**config.mk**
```make
export PLATFORM = sky130hd
export DESIGN_NAME = psj_div
export DESIGN_NICKNAME = d
export VERILOG_FILES = /design/src/psj_pkg.sv /design/src/psj_div.sv
export SDC_FILE = /design/constraint.sdc
export NUM_CORES = 1
export LEC_CHECK = 0
export CAP_MARGIN = 20
export CORE_ASPECT_RATIO = 0.8
export CORE_UTILIZATION = 35
export CTS_CLUSTER_SIZE = 28
export DETAILED_ROUTE_END_ITERATION = 8
export DONT_BUFFER_PORTS = 1
export GPL_TIMING_DRIVEN = 0
export PLACE_DENSITY = 0.52
export SLEW_MARGIN = 20
export SYNTH_ARGS = -nofsm -noshare
export SYNTH_HDL_FRONTEND = slang
export SYNTH_SLANG_ARGS = --single-unit
```
**constraint.sdc**
```tcl
create_clock -name clk_i -period 6.74 [get_ports clk_i]
set_input_delay 0.337 -clock clk_i [delete_from_list [all_inputs] [get_ports clk_i]]
set_output_delay 0.337 -clock clk_i [all_outputs]
set_load 0.05 [all_outputs]
```
**src/psj_pkg.sv**
```systemverilog
// Shared types and constants for the tolerant point-set Jaccard block.
`timescale 1ns / 1ps
`default_nettype none
package psj_pkg;

  localparam int COORD_W   = 32;
  localparam int TOL_W     = 16;
  localparam int MATCH_W   = 21;
  localparam int SIM_W     = 17;
  localparam int FRAC_W    = 16;
  localparam int UNION_MAX = 1048575;
  localparam int UNION_MIN = -1048576;

  localparam logic [TOL_W-1:0]   TOL_RESET = 16'd66;
  localparam logic [MATCH_W-1:0] MATCH_CAP = 21'h1FFFFF;
  localparam logic [SIM_W-1:0]   Q16_ONE   = 17'h10000;

  typedef struct packed {
    logic signed [COORD_W-1:0] x;
    logic signed [COORD_W-1:0] y;
    logic signed [COORD_W-1:0] z;
  } point_t;

endpackage
`default_nettype wire

```
**src/psj_div.sv**
```systemverilog
// Restoring divider: 16 fraction bits of num/den, one bit per cycle, num < den.
`timescale 1ns / 1ps
`default_nettype none
module psj_div #(
  parameter int W = 22
) (
  input  wire logic                        clk_i,
  input  wire logic                        rst_ni,
  input  wire logic                        start_i,
  input  wire logic [W-1:0]                num_i,
  input  wire logic [W-1:0]                den_i,
  output logic                             done_o,
  output logic [psj_pkg::FRAC_W-1:0]       quot_o
);

  localparam int CNT_W = $clog2(psj_pkg::FRAC_W + 1);

  logic [W:0]                    rem_q, rem_d;
  logic [W-1:0]                  den_q;
  logic [psj_pkg::FRAC_W-1:0]    quot_q, quot_d;
  logic [CNT_W-1:0]              cnt_q, cnt_d;
  logic                          done_q, done_d;
  logic [W:0]                    rem_sh;
  logic                          ge;

  assign rem_sh = {rem_q[W-1:0], 1'b0};
  assign ge     = rem_sh >= {1'b0, den_q};

  always_comb begin
    rem_d  = rem_q;
    quot_d = quot_q;
    cnt_d  = cnt_q;
    done_d = 1'b0;
    if (start_i) begin
      rem_d  = {1'b0, num_i};
      quot_d = '0;
      cnt_d  = CNT_W'(psj_pkg::FRAC_W);
    end else if (cnt_q != '0) begin
      rem_d  = ge ? rem_sh - {1'b0, den_q} : rem_sh;
      quot_d = {quot_q[psj_pkg::FRAC_W-2:0], ge};
      cnt_d  = cnt_q - 1'b1;
      done_d = (cnt_q == CNT_W'(1));
    end
  end

  always_ff @(posedge clk_i or negedge rst_ni) begin
    if (!rst_ni) begin
      cnt_q  <= '0;
      done_q <= 1'b0;
    end else begin
      cnt_q  <= cnt_d;
      done_q <= done_d;
    end
  end

  always_ff @(posedge clk_i) begin
    rem_q  <= rem_d;
    quot_q <= quot_d;
    if (start_i) begin
      den_q <= den_i;
    end
  end

  assign done_o = done_q;
  assign quot_o = quot_q;

endmodule
`default_nettype wire

```
# [Yosys cells after proc, flatten, opt, wreduce, memory -nomap -nowiden]
# Index checks and enable logic that the tools add are counted.
[totals] mem_bits_ro=0 ff_bits=66 output_inout_bits=17 in_bits=47 latch_bits=0 mem_bits_rw=0 mem_count=0 elab_cells=18
[op_classes] n_lt_le_gt_ge=1 add_sub_neg=2 mul=0 shift=0 n_eq_ne=1 reduce_logical=2 bitwise=0 n_div=0 muxes=7
[op_table] cell="two-way mux 22 bit" n=3
[op_table] cell="greater-or-equal comparator 23 x 22 -> 1 bit" n=1
[op_table] cell="subtractor 22 bit" n=1
[op_table] cell="two-way mux 5 bit" n=2
[op_table] cell="== test 5 x 1 -> 1 bit (second input constant)" n=1
[op_table] cell="nonzero test 5 bit" n=1
[op_table] cell="subtractor 5 x 1 -> 5 bit (second input constant)" n=1
[op_table] cell="two-way mux 1 bit" n=2
[op_table] cell="nonzero test 2 bit" n=1

# [Logic depth before layout (Yosys ltp)]
[depth] depth_word=4 ltp_mapped=11 mapped_depth_nobuf=10

# [Worst setup path after synthesis]
# Ideal clock, no wire load.
[synth_path] kind="flip-flop to flip-flop" start="register rem_q[3]" end="register rem_q[12] (data pin)" path_slack_ns=4.018 required_ns=6.480 stages_incl_launch_ff=10 path_buffers=0 arrival_time_ns=2.462 synth_period_minus_slack_ns=2.722 setup_ns=0.260 path_cell_list="edfxtp_1 -> ha_1 -> a211oi_2 -> o21ai_1 -> o21ai_2 -> a2bb2oi_2 -> a31oi_4 -> a21oi_4 -> mux2_4 -> mux2_2"
[synth_via] elab_chain_cells=4 word_cells_on_any_way=5 cone_classes="add/sub: 1; order compare: 1; mux: 3"
[synth_rtl] element="start, declared" line_no="psj_div.sv:18" text="logic [W:0] rem_q, rem_d;"
[synth_rtl] element="start signal, assigned" line_no="psj_div.sv:57" text="rem_q <= rem_d;"
[synth_rtl] element="subtractor 22 bit / greater-or-equal comparator 23 x 22 -> 1 bit (equally long branches)" line_no="psj_div.sv:39, psj_div.sv:27"
[synth_rtl] element="two-way mux 22 bit *" line_no="psj_div.sv:39" text="rem_d = ge ? rem_sh - {1'b0, den_q} : rem_sh;"
[synth_rtl] element="two-way mux 22 bit *" line_no="psj_div.sv:38" text="end else if (cnt_q != '0) begin"
[synth_rtl] element="two-way mux 22 bit *" line_no="psj_div.sv:34" text="if (start_i) begin"
[synth_rtl] element="net rem_d[12]" line_no="psj_div.sv:18"
# The timed path passes the listed nets; every way through them passes the cells marked *. The select of a mux whose other input is x is not followed.
# A chain may end at the register's enable or synchronous reset.

# [Final worst setup path]
# Ends and elaborated chain as after synthesis.

==> results.md <==
STA:
- The max-slew violation total from the final report is 0.
- At the pin with the least slew margin, the transition time is 0.936 ns.
- Headroom to the max-slew limit came out at 0.374.
- Setup repair after global routing left no endpoint under its margin.
- The final hold violation count is 0.
- Setup violations remaining at the end of the flow were counted as 0.
- The setup skew after layout is 0.00961 ns.
- Hold is met by 0.0946 ns.
- Dividing the final minimum period by the clock period gives 0.454.
- The smallest clock period supported by the final layout is computed as 3.06 ns.
- The fmax is 327 MHz.
- In the final timing run, aggregate negative setup slack is 0 ns.

Floorplan:
- The die height is 96.9 µm.
- The number of top-level design ports is 64.
- The placeable core area is 0.0109 mm².
- For this configuration, the core starts out at a cell density of 0.362.
- The die is 121 µm wide.
- The die covers 0.0117 mm².
- The floorplan has 34 rows.

Place:
- The instance area after placement is 0.00412 mm².
- Port buffering added 0 buffers.
- At the end of routability-driven placement, the weighted congestion stood at 0.852.
- Once placement completed, the tool counted placed cells totaling 542.
- Summed over all nets, the half-perimeter wirelength after detailed placement is 6.73 mm.

Detailed routing:
- Detailed routing inserted a total of 2944 vias.
- After detailed routing, the met2 layer carries 4.07 mm of wire.
- Once detail routing completed, the nets flagged for antenna violations numbered 0.
- The uppermost layer routed is met4.
- The routed metal-1 wire length is 4.72 mm.
- The detailed-routing iteration count for the pre-antenna-repair pass is 5.
- After detailed routing, the average wire length per cell comes to 16.9 µm.
- After detailed routing, the number of remaining DRC violations is 0.
- The detailed-route vias per instance is 5.27.
- After detailed routing, the met3 layer carries 590 µm of wire.
- The total wirelength of the detailed-routed design is 9.44 mm.
- The first routing iteration left 177 violations.

Cells and area:
- Counting the fill cells in the layout gives 1124.
- After the flow finishes, the layout carries non-filler instances totaling 559.
- The fraction of final layout cells sized beyond drive strength 1 is 0.0916.
- The layout net count is 483.
- The sequential cells in the finished layout cover a total of 0.00179 mm².
- After routing the design area is 0.00441 mm².
- The area growth from synthesis to layout is 12.1%.
- The number of antenna diodes in the final layout is 0.
- In the final layout, the multi-input gates occupy 0.00194 mm².

Logic synthesis:
- Sorting the synthesized cells by how often they occur yields nand2_1, edfxtp_1, a21oi_1.
- In the synthesized netlist the async set-or-reset flop fraction comes to 0.0909.
- In this run, synthesis inferred 44 flip-flops with an integrated enable.
- By area the synthesized netlist is led by edfxtp_1, dfxtp_1, ha_1.
- The count of synthesis-stage warnings from yosys is 0.
- Among all flip-flop cells after synthesis, the most frequent one is edfxtp_1.
- The most common cell in the netlist is nand2_1.
- The cell area after synthesis is 0.00394 mm².
- The share of the yosys chip area belonging to registers is 0.455.
- Counting flops and latches in the post-synthesis netlist gives 66.
- A synthesized cell averages 9.89 µm².
- The post-synthesis cell type with the largest combined area is edfxtp_1.
- The count of unique library cells instantiated by Yosys is 62.
- The synthesized netlist cell count is 398.
- The synthesized netlist net count is 471.
- The share of synthesized area in the top cell type comes to 0.336.

Power and ir drop:
- The clock network power share is 0.218.
- Of the total power, the share spent switching nets is 0.408.
- Of the total power, combinational logic draws 0.468.
- Summing internal, switching and leakage power gives 2.08 mW.
- The worst-case IR drop observed on VDD is 0.000143 V.
- The sequential group share of total power is 0.314.
- Cell internal power was estimated by the tool at 1.23 mW.
- The leakage component of the power is 1.72 nW.
- The switching power of the nets is 0.848 mW.
- Dividing total power by cell area gives a power density of 471 mW/mm².

GRT:
- The global-route wire length before repair is 15.4 mm.
- Entering global routing, the biggest net connects 30 pins.
- For this run, the total global-route usage over all layers was measured as 0.172.
- The via count of the first global-routing pass was 2984.
- The number of antenna violations at the first check in global routing is 0.
- The total congestion overflow after global routing is 0.

Worst setup path:
- The critical path goes through ha_1, a211oi_2, o21ai_1, o21ai_2, a2bb2oi_2, a31oi_4, a21oi_4, mux2_4, mux2_2.
- The critical path is of the reg -> reg type.
- In this design, the stage delay of the slowest critical-path cell is 0.43 ns.
- In this design, the largest share of critical-path delay is due to compound AO/OA/AOI/OAI gates.
- At the worst endpoint, the required time is 6.83 ns.
- Counting both buffers and inverters, the worst setup path holds a total of 0.
- The number of cells on the worst reg-to-reg path is 9.
- Counting buffers and inverters, the worst setup path is 9 cells deep.
- The cell at the slowest stage of the critical path is a21oi_4.
- The critical path arrival is 3.15 ns.
- The worst setup path is launched from a flip-flop.
- The type of destination of the critical path is a flip-flop.
- The worst-path maximum fanout is 9.

Clock tree:
- The number of setup buffers added after CTS is 0.
- The total CTS buffers is 9.
- The cell sitting at the root of the clock tree is a clkbuf_16.
- TritonCTS built the clock tree.
- The clock net in this run drives a total of 66 sinks.
- The maximum clock insertion buffer count is 2.
- CTS built an H-tree with a depth of 3.
- Clock latency on the worst-skew pair, taken at its later pin, is 0.34 ns.
- The clock slew seen by the registers of the worst setup and hold paths is 0.06 ns.

Hold path:
- The tightest min-delay check is of the in -> reg type.
- Counting instances, the worst hold path has a depth of 0.

Status:
- The flow ran to the end, and the final reports show no timing, DRC or antenna violations.

Run:
- The tool flagged a number of max-cap violations equal to 0.
## timing repair
item	4_1_cts	5_1_grt
setup endpoints to repair	0	0
gates resized for setup	0	0
endpoints found under the hold margin	6	0
hold buffers	1	0
## cell type report
cell class	count	area share
tap	144	0.0408
clock buffer	9	0.0510
buffer	17	0.0213
sequential	66	0.406
timing repair buffer	1	0.00227
multi-input combinational	284	0.439
clock inverter	7	0.0133
inverter	31	0.0264
## sequential cells by signal, summed over array words and instances, names as in the netlist
register and flops:
den_q 22, rem_q 22, quot_o 16, cnt_q 5, done_o 1
## power by group through the flow
stage / registers, mW / logic (mW) / clock network [mW]
2_1_floorplan: 0.637 / 0.783 / 0
3_3_place_gp: 0.657 / 0.958 / 0
3_5_place_dp: 0.659 / 0.966 / 0
4_1_cts: 0.652 / 0.971 / 0.465
5_1_grt: 0.666 / 1.09 / 0.479
6_report: 0.653 / 0.973 / 0.453
## routing by layer
metal  vias up  GRT usage
li1       1466          -
met5         -          0
met1      1412      0.242
met2        62      0.252
met4         0     0.0484
met3         4     0.0548
## cells in the final DEF, fill, tap and decap left out, types with 7 or more instances in the layout
| cell | synthesis | final |
|---|---|---|
| xnor2_1 | 10 | 10 |
| dfxtp_1 | 16 | 16 |
| clkbuf_16 | 0 | 9 |
| a21oi_1 | 36 | 36 |
| nor2_1 | 25 | 25 |
| clkbuf_1 | 10 | 10 |
| nand2_1 | 59 | 59 |
| nand3b_1 | 12 | 12 |
| o311ai_1 | 7 | 7 |
| ha_1 | 25 | 25 |
| o21ai_0 | 15 | 15 |
| inv_1 | 31 | 31 |
| edfxtp_1 | 44 | 44 |
| mux2i_1 | 7 | 7 |
## final timing paths
kind / startpoint / endpoint / slack [ns]
setup / recovery: rem_q[3] / rem_q[12] / 3.68
hold / removal: den_i[14] / den_q[14] / 0.09
setup reg to reg: rem_q[3] / rem_q[12] / 3.68
hold reg to reg: cnt_q[4] / cnt_q[4] / 0.54
max in group asynchronous: rst_ni / cnt_q[4] / 6.20
min in group asynchronous: rst_ni / cnt_q[1] / 0.31
## worst reg2reg max path: stages, from the launching register on
cell,delay [ns]
edfxtp_1,0.39
ha_1,0.41
a211oi_2,0.25
o21ai_1,0.17
o21ai_2,0.16
a2bb2oi_2,0.25
a31oi_4,0.15
a21oi_4,0.43
mux2_4,0.34
mux2_2,0.26
## per-stage QoR
step	worst slack [ns]	util
final	3.68	0.405
after global routing	3.50	0.405
after CTS	3.70	0.405
after detailed placement	3.71	0.378
after global placement	3.72	0.378
after floorplan	4.02	-
## cell families after synthesis
| logic type | share of synthesized area |
|---|---|
| flip-flops | 0.455 |
| XOR/XNOR | 0.0356 |
| multiplexers | 0.0245 |
| AO/OA/AOI/OAI | 0.194 |
| buffers and inverters | 0.0534 |
| adder cells (fa/ha/maj) | 0.0845 |
| AND/OR/NAND/NOR | 0.153 |
Note: power is estimated with default switching activity, not from simulation.
