--- config.mk ---
export PLATFORM = sky130hd
export DESIGN_NAME = psj_cmp
export DESIGN_NICKNAME = d
export VERILOG_FILES = /design/src/psj_pkg.sv /design/src/psj_cmp.sv
export SDC_FILE = /design/constraint.sdc
export NUM_CORES = 1
export LEC_CHECK = 0
export ABC_AREA = 1
export BUFFER_PORTS_ARGS = -buffer_cell sky130_fd_sc_hd__buf_2
export CAP_MARGIN = 20
export CORE_MARGIN = 4
export CORE_UTILIZATION = 42
export DETAILED_ROUTE_END_ITERATION = 12
export PLACE_DENSITY = 0.73
export SETUP_SLACK_MARGIN = 0.2
export SLEW_MARGIN = 40
export SYNTH_ARGS = -nofsm -noshare
export SYNTH_HDL_FRONTEND = slang
export SYNTH_SLANG_ARGS = --single-unit
--- constraint.sdc ---
create_clock -name vclk -period 4.5
set_clock_uncertainty 0.1 [all_clocks]
set_input_delay 0.675 -clock vclk [all_inputs]
set_output_delay 0.675 -clock vclk [all_outputs]
set_load 0.05 [all_outputs]
--- src/psj_pkg.sv ---
// Shared types and constants for the tolerant point-set Jaccard block.
`timescale 1ns / 1ps
`default_nettype none
package psj_pkg;

  localparam int COORD_W   = 32;
  localparam int TOL_W     = 16;
  localparam int MATCH_W   = 21;
  localparam int SIM_W     = 17;
  localparam int FRAC_W    = 16;
  localparam int UNION_MAX = 1048575;
  localparam int UNION_MIN = -1048576;

  localparam logic [TOL_W-1:0]   TOL_RESET = 16'd66;
  localparam logic [MATCH_W-1:0] MATCH_CAP = 21'h1FFFFF;
  localparam logic [SIM_W-1:0]   Q16_ONE   = 17'h10000;

  typedef struct packed {
    logic signed [COORD_W-1:0] x;
    logic signed [COORD_W-1:0] y;
    logic signed [COORD_W-1:0] z;
  } point_t;

endpackage
`default_nettype wire

--- src/psj_cmp.sv ---
// Per-axis strict tolerance compare of a stored point against the query point.
`timescale 1ns / 1ps
`default_nettype none
module psj_cmp (
  input  psj_pkg::point_t                    stored_i,
  input  psj_pkg::point_t                    query_i,
  input  wire logic [psj_pkg::TOL_W-1:0]     tol_i,
  output logic                               hit_o
);

  localparam int DW = psj_pkg::COORD_W + 1;

  function automatic logic axis_close(input logic signed [psj_pkg::COORD_W-1:0] a,
                                      input logic signed [psj_pkg::COORD_W-1:0] b,
                                      input logic [psj_pkg::TOL_W-1:0] tol);
    logic signed [DW-1:0] d;
    logic signed [DW-1:0] t;
    d = DW'(a) - DW'(b);
    t = $signed(DW'(tol));
    axis_close = (d < t) && (d > -t);
  endfunction

  assign hit_o = axis_close(stored_i.x, query_i.x, tol_i) &&
                 axis_close(stored_i.y, query_i.y, tol_i) &&
                 axis_close(stored_i.z, query_i.z, tol_i);

endmodule
`default_nettype wire

### Word-level counts from Yosys, hierarchy flattened

Index checks and enable logic that the tools add are counted.

| word-level totals | value |
|---|---|
| register bits | 0 |
| input bits | 208 |
| output and inout port bits | 1 |
| logic and storage cells | 15 |

| cells by class | value |
|---|---|
| add/sub/neg operators | 4 |
| order comparisons | 6 |
| reduce and logical (&&, ||, !) cells | 5 |

Operator list:

| operator | number |
|---|---|
| > comparator 33 bit | 3 |
| < comparator 33 x 17 -> 1 bit | 3 |
| subtractor 32 x 32 -> 33 bit | 3 |
| negator 16 -> 33 bit | 1 |
| logical AND 1 bit | 5 |

### Longest topological paths before layout

Gate-level depths: netlist of the first run.

| depth | value |
|---|---|
| depth after elaboration | 5 |
| mapped depth | 30 |
| gate-level depth less buffers | 30 |

### Least setup slack after synthesis of the first run

Ideal clock, no wire load.

| path | value |
|---|---|
| path kind | input to output |
| from | in tol_i[1] (netlist bit) |
| to | out hit_o |
| arrival time | 4.510 ns |
| data required time | 3.725 ns |
| setup slack | -0.785 ns |
| cell stages on the path | 25 |
| buffers on the path | 0 |
| cells stage by stage | inv_1 -> ha_1 -> nand3_1 -> nor2_1 -> nand2_1 -> nor2_1 -> inv_1 -> nor3_1 -> nand2_1 -> nor2_2 -> nand3_2 -> nor3_1 -> ha_1 -> nand2_1 -> nor3_1 -> nand4_1 -> nor2_1 -> nand4_1 -> nand3_1 -> nand2_1 -> nand2_1 -> nand2_1 -> nor2_1 -> nand3_1 -> nor2_1 |

| between the ends | value |
|---|---|
| word-level cells in the longest chain between the ends | 5 |
| elaborated cells on any way between the ends | 12 |
| classes of those cells | add/sub (1); order compare (6); reduce/logical (5) |

RTL lines:

| what | RTL line | source |
|---|---|---|
| from (decl) | psj_cmp.sv:7 | `input wire logic [psj_pkg::TOL_W-1:0] tol_i,` |
| negator 16 -> 33 bit | psj_cmp.sv:20 | `axis_close = (d < t) && (d > -t);` |
| > comparator 33 bit | psj_cmp.sv:20 |  |
| logical AND 1 bit | psj_cmp.sv:20 |  |
| logical AND 1 bit | psj_cmp.sv:23 | `assign hit_o = axis_close(stored_i.x, query_i.x, tol_i) &&` |
| logical AND 1 bit * | psj_cmp.sv:24 | `axis_close(stored_i.y, query_i.y, tol_i) &&` |
| to (decl) | psj_cmp.sv:8 | `output logic hit_o` |

Every way passes the cells marked *; elsewhere a longest branch is shown, timed or not.

### Worst setup path in the final report of the first run

| path | value |
|---|---|
| from | in stored_i[32] (netlist bit) |
| to | out hit_o |

| between the ends | value |
|---|---|
| word-level cells in the longest chain between the ends | 5 |
| elaborated cells on any way between the ends | 6 |
| classes of those cells | add/sub (1); order compare (2); reduce/logical (3) |

RTL lines:

| what | RTL line | source |
|---|---|---|
| from (decl) | psj_cmp.sv:5 | `input psj_pkg::point_t stored_i,` |
| subtractor 32 x 32 -> 33 bit * | psj_cmp.sv:18 | `d = DW'(a) - DW'(b);` |
| < comparator 33 x 17 -> 1 bit or > comparator 33 bit (tied branches) | psj_cmp.sv:20 |  |
| logical AND 1 bit * | psj_cmp.sv:20 |  |
| logical AND 1 bit * | psj_cmp.sv:23 |  |
| logical AND 1 bit * | psj_cmp.sv:24 |  |

Marked as above.

==> impl_results.md, run 1 <==
- Number of violations of the max-capacitance limit: 0
- Total number of vias: 15.5k
- Via count of the first global-routing pass: 14.9k
- Status: finished with violations
- Final cell area excluding filler cells: 16800 µm²
- WHS Path Cells: 7
- Number of failing setup endpoints in the final timing report: 1
- Top cells by instance count after synthesis: 694 x sky130_fd_sc_hd__nand2_1, 445 x sky130_fd_sc_hd__inv_1, 242 x sky130_fd_sc_hd__ha_1
- Sum of buffers and inverters on the critical path: 5
- DIE WIDTH: 173 µm
- Post-detailed-route via-to-cell ratio: 4.90
- Portion of the clock cycle consumed by the worst path in the final layout: 110%
- Data arrival time at the worst-slack endpoint: 4190 ps
- Maximum number of pins on one net before global-route repair: 17
- Time the final worst path needs with I/O delays and setup: 4970 ps
- Post-Synthesis Cells: 2124
- Effective utilization at floorplan: 42.5%
- Highest attainable clock frequency: 201 MHz
- Count of nets left with antenna violations after detail routing: 0
- Antenna violations before repair: 2
- Area added between synthesis and finish: 47.3%
- Setup repair after global routing missed its margin: yes
- Post-place setup slack: -658 ps
- Type of the worst min-delay path: in2out
- Global-route wire length before repair: 67100 µm
- Top-level I/O count: 209
- Largest fanout of any net on the critical path: 2
- Most used cell, CP: sky130_fd_sc_hd__nand2_1
- Num sequential: 0
- Category of the critical setup timing path: in2out
- Actual slew at the worst max-slew pin: 464 ps
- Relative slew slack: 69.1%
- Leakage power: 10.5 nW
- Data required time at the worst endpoint: 3720 ps
- Failing checks: setup timing
- Drt wl/cell: 12.9 µm
- Worst Setup Slack, final: -468 ps
- Pwr Density: 150 nW/µm²
- Hold Violations, Final: 0
- Synth cell types: 43
- Core ar.: 26800 µm²
- Fraction of the yosys area taken by sequential cells: 0%
- Die Outline Area: 29800 µm²
- Share of the synthesized area in the top cell type: 26.6%
- GRT Util Overall: 26.0%
- Final net count: 3269
- Syn_nets: 2577
- Total of clock buffers placed in the layout: 0
- Worst IR Drop VDD: 0.0663 mV
- Post-Place Cells: 3154
- Syn Area/Cell: 5.36 µm²
- Leftover overflow at the end of global routing: 0
- Dominant cell by count in the synthesized netlist: sky130_fd_sc_hd__nand2_1
- Synth top area cells: sky130_fd_sc_hd__ha_1 27%, sky130_fd_sc_hd__nand2_1 23%, sky130_fd_sc_hd__inv_1 15%
- Area of all sequential standard cells: 0 µm²
- Endpoint class of the critical path: output port
- Buffers added on ports: 209
- Total routed wirelength: 40700 µm
- Residual DRC count: 0
- DRC marker count from the first detailed-route iteration: 939
- Placer's final routability congestion estimate: 1.01
- Cell class contributing the biggest share of worst-path delay: simple AND/OR/NAND/NOR gates
- Number of logic stages on the critical path including buffering: 29
- Row Count: 60
- Final Core Density: 62.6%
- Placement-stage cell area: 16600 µm²
- Max-slew violation count: 0
- Mapped cell area: 11400 µm²
- Element type at the critical path start: input port
- Max incr delay on CP: 390 ps
- Fraction of layout instances using a drive strength above 1: 27.9%
- Final HPWL from detailed placement: 37200 µm
- Count of warnings emitted by yosys: 0
- Crit path max-delay cell type: sky130_fd_sc_hd__fa_1
- Number of standard cells in the final layout excluding fillers: 3157
- Vertical die dimension: 173 µm
- Number of iterations in the first detailed-routing pass: 8
- # fillers: 2496
- Biggest area consumer among synthesized cells: sky130_fd_sc_hd__ha_1
[metal layers]
layer | routed length, µm | GRT usage (%)
met5 | 0 | 0
met1 | 18400 | 34.3
met4 | 915 | 5.12
met3 | 2430 | 1.79
met2 | 18900 | 46.8
[metrics by stage]
stage	hold slack, ps	setup TNS (ps)	power, mW
final	2150	-468	2.52
after global routing	2190	-806	2.83
after CTS	2160	-412	2.49
after detailed placement	2210	-658	2.46
after global placement	2200	-522	2.38
after floorplan	1790	0	1.31
[kinds of logic (layout without fill, tap and decap cells)]
group / count (synthesis) / count (layout) / synth area share [%]
buffers and inverters: 454 / 1144 / 15.0
other: 0 / 2 / 0
AND/OR/NAND/NOR: 1137 / 1137 / 42.4
adder cells (fa/ha/maj): 245 / 245 / 27.1
AO/OA/AOI/OAI: 230 / 230 / 11.1
XOR/XNOR: 58 / 58 / 4.46
[report_power, final]
part	switching [mW]	total, mW	internal, mW
Combinational	1.35	2.52	1.18
Clock	0	0.0000000596	0.0000000596
Sequential	0	0	0
[path summary, 6_finish.rpt]
check,from,to,slack [ps]
worst max-delay path,stored_i[32],hit_o,-470
worst min-delay path,stored_i[31],hit_o,2150
[timing repair]
item | in CTS | in global routing
pin swaps | 9 | 0
gates resized for setup | 30 | 10
endpoints found under the hold margin | 0 | 0
hold buffers | 0 | 0
endpoints found under the setup margin | 1 | 1
setup buffers | 1 | 0
[area by class of cell]
cell class                 count  area (µm²)  area share (%)
tap                          341         427            2.54
inverter                     450        1710            10.2
antenna                        2        5.00          0.0298
timing repair buffer         694        4700            28.0
multi-input combinational   1670        9940            59.2
[placed cells by master, fill, tap and decap left out, types with 3 or more instances in the layout]
master and count:
sky130_fd_sc_hd__o21bai_1 14, sky130_fd_sc_hd__nor4_2 8, sky130_fd_sc_hd__xnor2_1 5, sky130_fd_sc_hd__nor3_4 6, sky130_fd_sc_hd__buf_4 484, sky130_fd_sc_hd__inv_2 4
sky130_fd_sc_hd__nand3b_1 15, sky130_fd_sc_hd__nor4_1 5, sky130_fd_sc_hd__o21ai_1 3, sky130_fd_sc_hd__nor2_1 180, sky130_fd_sc_hd__nand3_1 99, sky130_fd_sc_hd__xor2_1 53
sky130_fd_sc_hd__nor3_1 23, sky130_fd_sc_hd__buf_2 208, sky130_fd_sc_hd__nand2_1 693, sky130_fd_sc_hd__a21oi_1 142, sky130_fd_sc_hd__and2_1 3, sky130_fd_sc_hd__nor3_2 11
sky130_fd_sc_hd__nand2_2 15, sky130_fd_sc_hd__nor2_4 6, sky130_fd_sc_hd__inv_1 442, sky130_fd_sc_hd__nand4_1 46, sky130_fd_sc_hd__a21oi_2 3, sky130_fd_sc_hd__nor2_2 13
sky130_fd_sc_hd__nand3_2 5, sky130_fd_sc_hd__o211ai_1 8, sky130_fd_sc_hd__ha_4 4, sky130_fd_sc_hd__ha_1 236, sky130_fd_sc_hd__a21o_1 5, sky130_fd_sc_hd__o21a_1 4
sky130_fd_sc_hd__o21ai_0 42
Power figures use the tool's default switching activity.
==> run 2, diff against run 1 <==
Settings changed: CELL_PAD_IN_SITES_DETAIL_PLACEMENT set to 1, CELL_PAD_IN_SITES_GLOBAL_PLACEMENT set to 2, CORE_UTILIZATION 42 to 27, PLACE_DENSITY 0.73 to 0.9.
==> impl_results.md, run 2 (synthesis gave the netlist of run 1 again) <==
- Worst IR Drop VDD: 0.0483 mV (-27%)
- Final setup TNS: -624 ps (-156 ps)
- Number of iterations in the first detailed-routing pass: 4 (-4)
- Die Outline Area: 45500 µm² (+53%)
- Final HPWL from detailed placement: 46200 µm (+24%)
- Sum of buffers and inverters on the critical path: 9 (+4)
- Met1 track utilization from global routing: 26.5% (-7.8 points)
- Drt wl/cell: 14.9 µm (+16%)
- Time the final worst path needs with I/O delays and setup: 5120 ps (+156 ps)
- Area added between synthesis and finish: 49.3%
- GRT Util Overall: 20.8% (-5.1 points)
- Number of violations of the max-capacitance limit: 0 (unchanged)
- Endpoint class of the critical path: output port
- Via count of the first global-routing pass: 16.6k (+11%)
- Element type at the critical path start: input port
- Num sequential: 0 (unchanged)
- Leftover overflow at the end of global routing: 0 (unchanged)
- Post-Place Cells: 3326 (+5.5%)
- Residual DRC count: 0 (unchanged)
- Buffers added on ports: 209 (unchanged)
- Clock share of power: 0% (unchanged)
- Placer's final routability congestion estimate: 0.928 (-8.3%)
- Most frequent cells in the layout: 690 x sky130_fd_sc_hd__nand2_1, 475 x sky130_fd_sc_hd__buf_4, 441 x sky130_fd_sc_hd__inv_1
- Total number of vias: 15.8k (+2.1%)
- DRC marker count from the first detailed-route iteration: 487 (-48%)
- Vertical die dimension: 213 µm (+24%)
- Most used cell, CP: sky130_fd_sc_hd__nand2_1
- Sw Share: 54.9% (+1.5 points)
- Worst Setup Slack, final: -624 ps (-156 ps)
- Core ar.: 41300 µm² (+54%)
- Internal power consumption: 1.17 mW (-0.66%)
- Setup repair after global routing missed its margin: yes
- Global-route wire length before repair: 78800 µm (+17%)
- Met2 demand-to-capacity share in global routing: 39.7% (-7.1 points)
- Part of the total power dissipated in combinational logic: 100.0% (about the same)
- Flop pwr share: 0% (unchanged)
- Data arrival time at the worst-slack endpoint: 4350 ps (+160 ps)
- Category of the critical setup timing path: in2out
- Top-level I/O count: 209 (unchanged)
- Actual slew at the worst max-slew pin: 474 ps (+9.73 ps)
- Max incr delay on CP: 240 ps (-150 ps)
- Gr busiest metal: met2
- Antenna diode count: 0 (-2)
- Highest attainable clock frequency: 195 MHz (-3.0%)
- Leakage power: 10.5 nW (-0.28%)
- # fillers: 5817 (+130%)
- Crit path max-delay cell type: sky130_fd_sc_hd__nor4_1
- Met3 GRT Util: 0.761% (-1.0 points)
- DIE WIDTH: 213 µm (+24%)
- Switching power: 1.42 mW (+5.7%)
- Number of standard cells in the final layout excluding fillers: 3339 (+5.8%)
- Area taken by multi-input logic gates: 9960 µm² (+0.21%)
- Maximum number of pins on one net before global-route repair: 17 (unchanged)
- Effective utilization at floorplan: 27.6% (-15 points)
- Largest fanout of any net on the critical path: 8 (+6)
- Fraction of layout instances using a drive strength above 1: 27.9% (about the same)
- Failing checks: setup timing
- Row Count: 74 (+23%)
- Total routed wirelength: 49900 µm (+23%)
- Max-slew violation count: 0 (unchanged)
- Final net count: 3262 (-0.21%)
- Post-detailed-route via-to-cell ratio: 4.73 (-3.5%)
- Relative slew slack: 68.4% (-0.65 points)
- Total of clock buffers placed in the layout: 0 (unchanged)
- Hold Violations, Final: 0 (unchanged)
- Area of all sequential standard cells: 0 µm² (unchanged)
- Pwr Density: 152 nW/µm² (+1.3%)
- Type of the worst min-delay path: in2out
- Count of nets left with antenna violations after detail routing: 0 (unchanged)
- Antenna violations before repair: 0 (-2)
- Most frequent standard cell in the layout excluding fill and tap cells: sky130_fd_sc_hd__nand2_1
- Status: finished with violations
- Final cell area excluding filler cells: 17000 µm² (+1.3%)
- Number of failing setup endpoints in the final timing report: 1 (unchanged)
- Portion of the clock cycle consumed by the worst path in the final layout: 114% (+3.5 points)
- Placement-stage cell area: 16700 µm² (+0.67%)
- Data required time at the worst endpoint: 3720 ps (about the same)
- Cell class contributing the biggest share of worst-path delay: simple AND/OR/NAND/NOR gates
## run 2: path summary, 6_finish.rpt
kind	startpoint	cells past startpoint	to
hold / removal	stored_i[31]	7	hit_o
setup / recovery	tol_i[0]	30	hit_o
## run 2: metrics by stage
stage	hold slack (ps)	setup WS [ps]	util [%]	power [mW]
floorplan	1790	7.67	-	1.31
global placement	2140	-559	40.4	2.41
detailed placement	2160	-854	40.4	2.54
CTS	2180	-544	40.9	2.58
global route	2230	-823	41.2	2.90
finish	2160	-624	41.2	2.59
## run 2: power groups by stage
| stage | logic (mW) | registers, mW | clock network, mW |
|---|---|---|---|
| after global routing | 2.90 | 0 | 0 |
| after floorplan | 1.31 | 0 | 0 |
| after global placement | 2.41 | 0 | 0 |
| final | 2.59 | 0 | 0 |
| after detailed placement | 2.54 | 0 | 0 |
| after CTS | 2.58 | 0 | 0 |
## run 2: what timing repair did
action | in CTS | in global routing
setup buffers | 9 | 4
setup endpoints to repair | 1 | 1
resized for setup | 27 | 22
pin swaps | 15 | 20
hold buffers | 0 | 0
gates cloned | 0 | 0
## run 2: metal layers
layer  vias up  part of all wire (%)
li1       8107                     -
met1      7355                    45
met2       250                    50
met3        70                   3.2
met4         0                   2.0
met5         -                     0
## run 2: layout make-up
type	instances	area share (%)
multi-input cells	1670	58.6
repair buffers	687	27.4
inverters	450	10.1
well taps	532	3.91
==> run 3, diff against run 2 <==
Settings changed: ABC_AREA 1 to 0, CORE_UTILIZATION 27 to 29, PLACE_DENSITY 0.9 to 0.89.
==> impl_results.md, run 3 <==
- Core ar.: 29800 µm² (-28%)
- Placement-stage cell area: 13300 µm² (-20%)
- Worst Setup Slack, final: -1270 ps (-650 ps)
- Count of nets left with antenna violations after detail routing: 0 (unchanged)
- Area of all sequential standard cells: 0 µm² (unchanged)
- Pwr Density: 164 nW/µm² (+7.7%)
- Number of failing setup endpoints in the final timing report: 1 (unchanged)
- Fraction of the yosys area taken by sequential cells: 0% (unchanged)
- Placer's final routability congestion estimate: 0.922 (-0.65%)
- Category of the critical setup timing path: in2out
- Synth top area cells: sky130_fd_sc_hd__ha_1 34%, sky130_fd_sc_hd__xnor2_1 7.0%, sky130_fd_sc_hd__a21oi_1 6.7%
- Effective utilization at floorplan: 29.6% (+2.0 points)
- Syn_nets: 1676 (-35%)
- Residual DRC count: 0 (unchanged)
- Area fraction in and, or, nand and nor cells after synthesis: 19.0% (-23 points)
- Vertical die dimension: 182 µm (-15%)
- Multiplexer fraction of the synthesized cell area: 0% (unchanged)
- Data required time at the worst endpoint: 3720 ps (about the same)
- Highest attainable clock frequency: 173 MHz (-11%)
- Area added between synthesis and finish: 55.3%
- Total routed wirelength: 36700 µm (-26%)
- Actual slew at the worst max-slew pin: 815 ps (+341 ps)
- Max-slew violation count: 0 (unchanged)
- Die Outline Area: 33300 µm² (-27%)
- Final net count: 2278 (-30%)
- Hold Violations, Final: 0 (unchanged)
- Total number of vias: 11.5k (-27%)
- Worst IR Drop VDD: 0.0550 mV (+14%)
- DRC marker count from the first detailed-route iteration: 343 (-30%)
- Buffers added on ports: 209 (unchanged)
- Element type at the critical path start: input port
- Most frequent standard cell in the layout excluding fill and tap cells: sky130_fd_sc_hd__buf_4
- Status: finished with violations
- Relative slew slack: 45.2% (-23 points)
- Num sequential: 0 (unchanged)
- Biggest area consumer among synthesized cells: sky130_fd_sc_hd__ha_1
- Total of clock buffers placed in the layout: 0 (unchanged)
- Largest fanout of any net on the critical path: 4 (-4)
- Setup repair after global routing missed its margin: yes
- Number of violations of the max-capacitance limit: 0 (unchanged)
- Post-detailed-route via-to-cell ratio: 5.21 (+10%)
- Count of warnings emitted by yosys: 0 (unchanged)
- Post-Place Cells: 2195 (-34%)
- GRT Util Overall: 20.5% (-0.38 points)
- Mapped cell area: 8830 µm² (-23%)
- Global-route wire length before repair: 58200 µm (-26%)
- Number of iterations in the first detailed-routing pass: 5 (+1)
- Maximum number of pins on one net before global-route repair: 16 (-1)
- Dominant combinational cell family by area after synthesis: adder cells
- Time the final worst path needs with I/O delays and setup: 5770 ps (+650 ps)
- Portion of the clock cycle consumed by the worst path in the final layout: 128% (+14 points)
- Final HPWL from detailed placement: 32400 µm (-30%)
- Antenna violations before repair: 4 (+4)
- DIE WIDTH: 182 µm (-15%)
- Syn Area/Cell: 7.22 µm² (+35%)
- Top cells by instance count after synthesis: 242 x sky130_fd_sc_hd__ha_1, 145 x sky130_fd_sc_hd__inv_1, 118 x sky130_fd_sc_hd__a21oi_1
- Top-level I/O count: 209 (unchanged)
- Data arrival time at the worst-slack endpoint: 5000 ps (+650 ps)
- Dominant cell by count in the synthesized netlist: sky130_fd_sc_hd__ha_1
- Fraction of synthesized cell area in xor and xnor cells: 9.91% (+5.4 points)
- Leftover overflow at the end of global routing: 0 (unchanged)
- Post-Synthesis Cells: 1223 (-42%)
- Number of standard cells in the final layout excluding fillers: 2216 (-34%)
- Row Count: 63 (-15%)
- Share of the synthesized area in the top cell type: 34.3% (+7.7 points)
- Post-place setup slack: -1610 ps (-756 ps)
- Hold WS: 2250 ps (+92.4 ps)
- Endpoint class of the critical path: output port
- Failing checks: setup timing
- Synth cell types: 72 (+67%)
- Fraction of layout instances using a drive strength above 1: 37.2% (+9.3 points)
- Final cell area excluding filler cells: 13700 µm² (-19%)
- Type of the worst min-delay path: in2out
- Synth Area in Compound Gates: 29.0% (+18 points)
- Leakage power: 7.61 nW (-27%)
- Via count of the first global-routing pass: 12.4k (-25%)
- Most frequent cells in the layout: 407 x sky130_fd_sc_hd__buf_4, 239 x sky130_fd_sc_hd__ha_1, 205 x sky130_fd_sc_hd__buf_2
- Drt wl/cell: 16.6 µm (+11%)
- Adder and majority gate portion of the synthesized area: 35.0% (+7.9 points)
run 3: critical path, cell delays in order:
cell                       delay (ps)
sky130_fd_sc_hd__buf_6             70
sky130_fd_sc_hd__inv_4             30
sky130_fd_sc_hd__ha_4             160
sky130_fd_sc_hd__fa_2             360
sky130_fd_sc_hd__nand2b_4         170
sky130_fd_sc_hd__a21oi_4          120
sky130_fd_sc_hd__o21a_1           180
sky130_fd_sc_hd__buf_12           130
sky130_fd_sc_hd__nand4_1          110
sky130_fd_sc_hd__a211oi_2         270
sky130_fd_sc_hd__o211ai_1         190
sky130_fd_sc_hd__a21oi_2          250
sky130_fd_sc_hd__nor2_2            70
sky130_fd_sc_hd__xor2_1           200
sky130_fd_sc_hd__inv_1            110
sky130_fd_sc_hd__ha_4             230
sky130_fd_sc_hd__a21o_1           170
sky130_fd_sc_hd__a211oi_2         210
sky130_fd_sc_hd__o21ai_2          100
sky130_fd_sc_hd__a211o_1          250
sky130_fd_sc_hd__a221oi_2         190
sky130_fd_sc_hd__o21ai_1          110
sky130_fd_sc_hd__a31oi_1          220
sky130_fd_sc_hd__nor4_2            80
sky130_fd_sc_hd__and4_4           210
sky130_fd_sc_hd__buf_12           150
run 3: logic make-up (layout without fill, tap and decap cells):
group                    Yosys count  in the layout
AO/OA/AOI/OAI                    386            386
AND/OR/NAND/NOR                  328            328
adder cells (fa/ha/maj)          245            245
buffers and inverters            165            765
XOR/XNOR                          99             99
other                              0              3
run 3: timing repair:
item                                    in CTS  in global routing
resized for setup                           29                 23
gates cloned                                 0                  0
hold buffers                                 0                  0
endpoints found under the setup margin       1                  1
setup buffers                               12                  6
endpoints found under the hold margin        0                  0
pin swaps                                   28                 18
run 3: final timing paths:
check,from,to,slack [ps],cells after the start
setup / recovery,stored_i[32],hit_o,-1270,26
hold / removal,stored_i[95],hit_o,2250,8
run 3: power breakdown:
part           internal [mW]     total, mW  switching [mW]
clock network   0.0000000893  0.0000000893               0
logic                   1.14          2.25            1.10
registers                  0             0               0
run 3: cell type report:
type / count / area [µm²]
diodes: 3 / 7.51
multi-input cells: 1058 / 8460
inverters: 145 / 559
repair buffers: 620 / 4190
fillers: 3851 / 16100
well taps: 390 / 488
run 3: stage by stage:
step | utilization (%) | total power [mW] | setup TNS, ps
3_3_place_gp | 44.7 | 2.02 | -1280
2_1_floorplan | - | 1.13 | -716
5_1_grt | 46.0 | 2.49 | -1530
4_1_cts | 45.4 | 2.19 | -1260
6_report | 46.0 | 2.25 | -1270
3_5_place_dp | 44.7 | 2.13 | -1610
run 3: routing by layer:
metal	global-route usage (%)	part of all wire [%]
met1	24.6	42
met2	38.6	51
met5	0	0.019
met4	5.79	3.3
met3	1.75	4.1
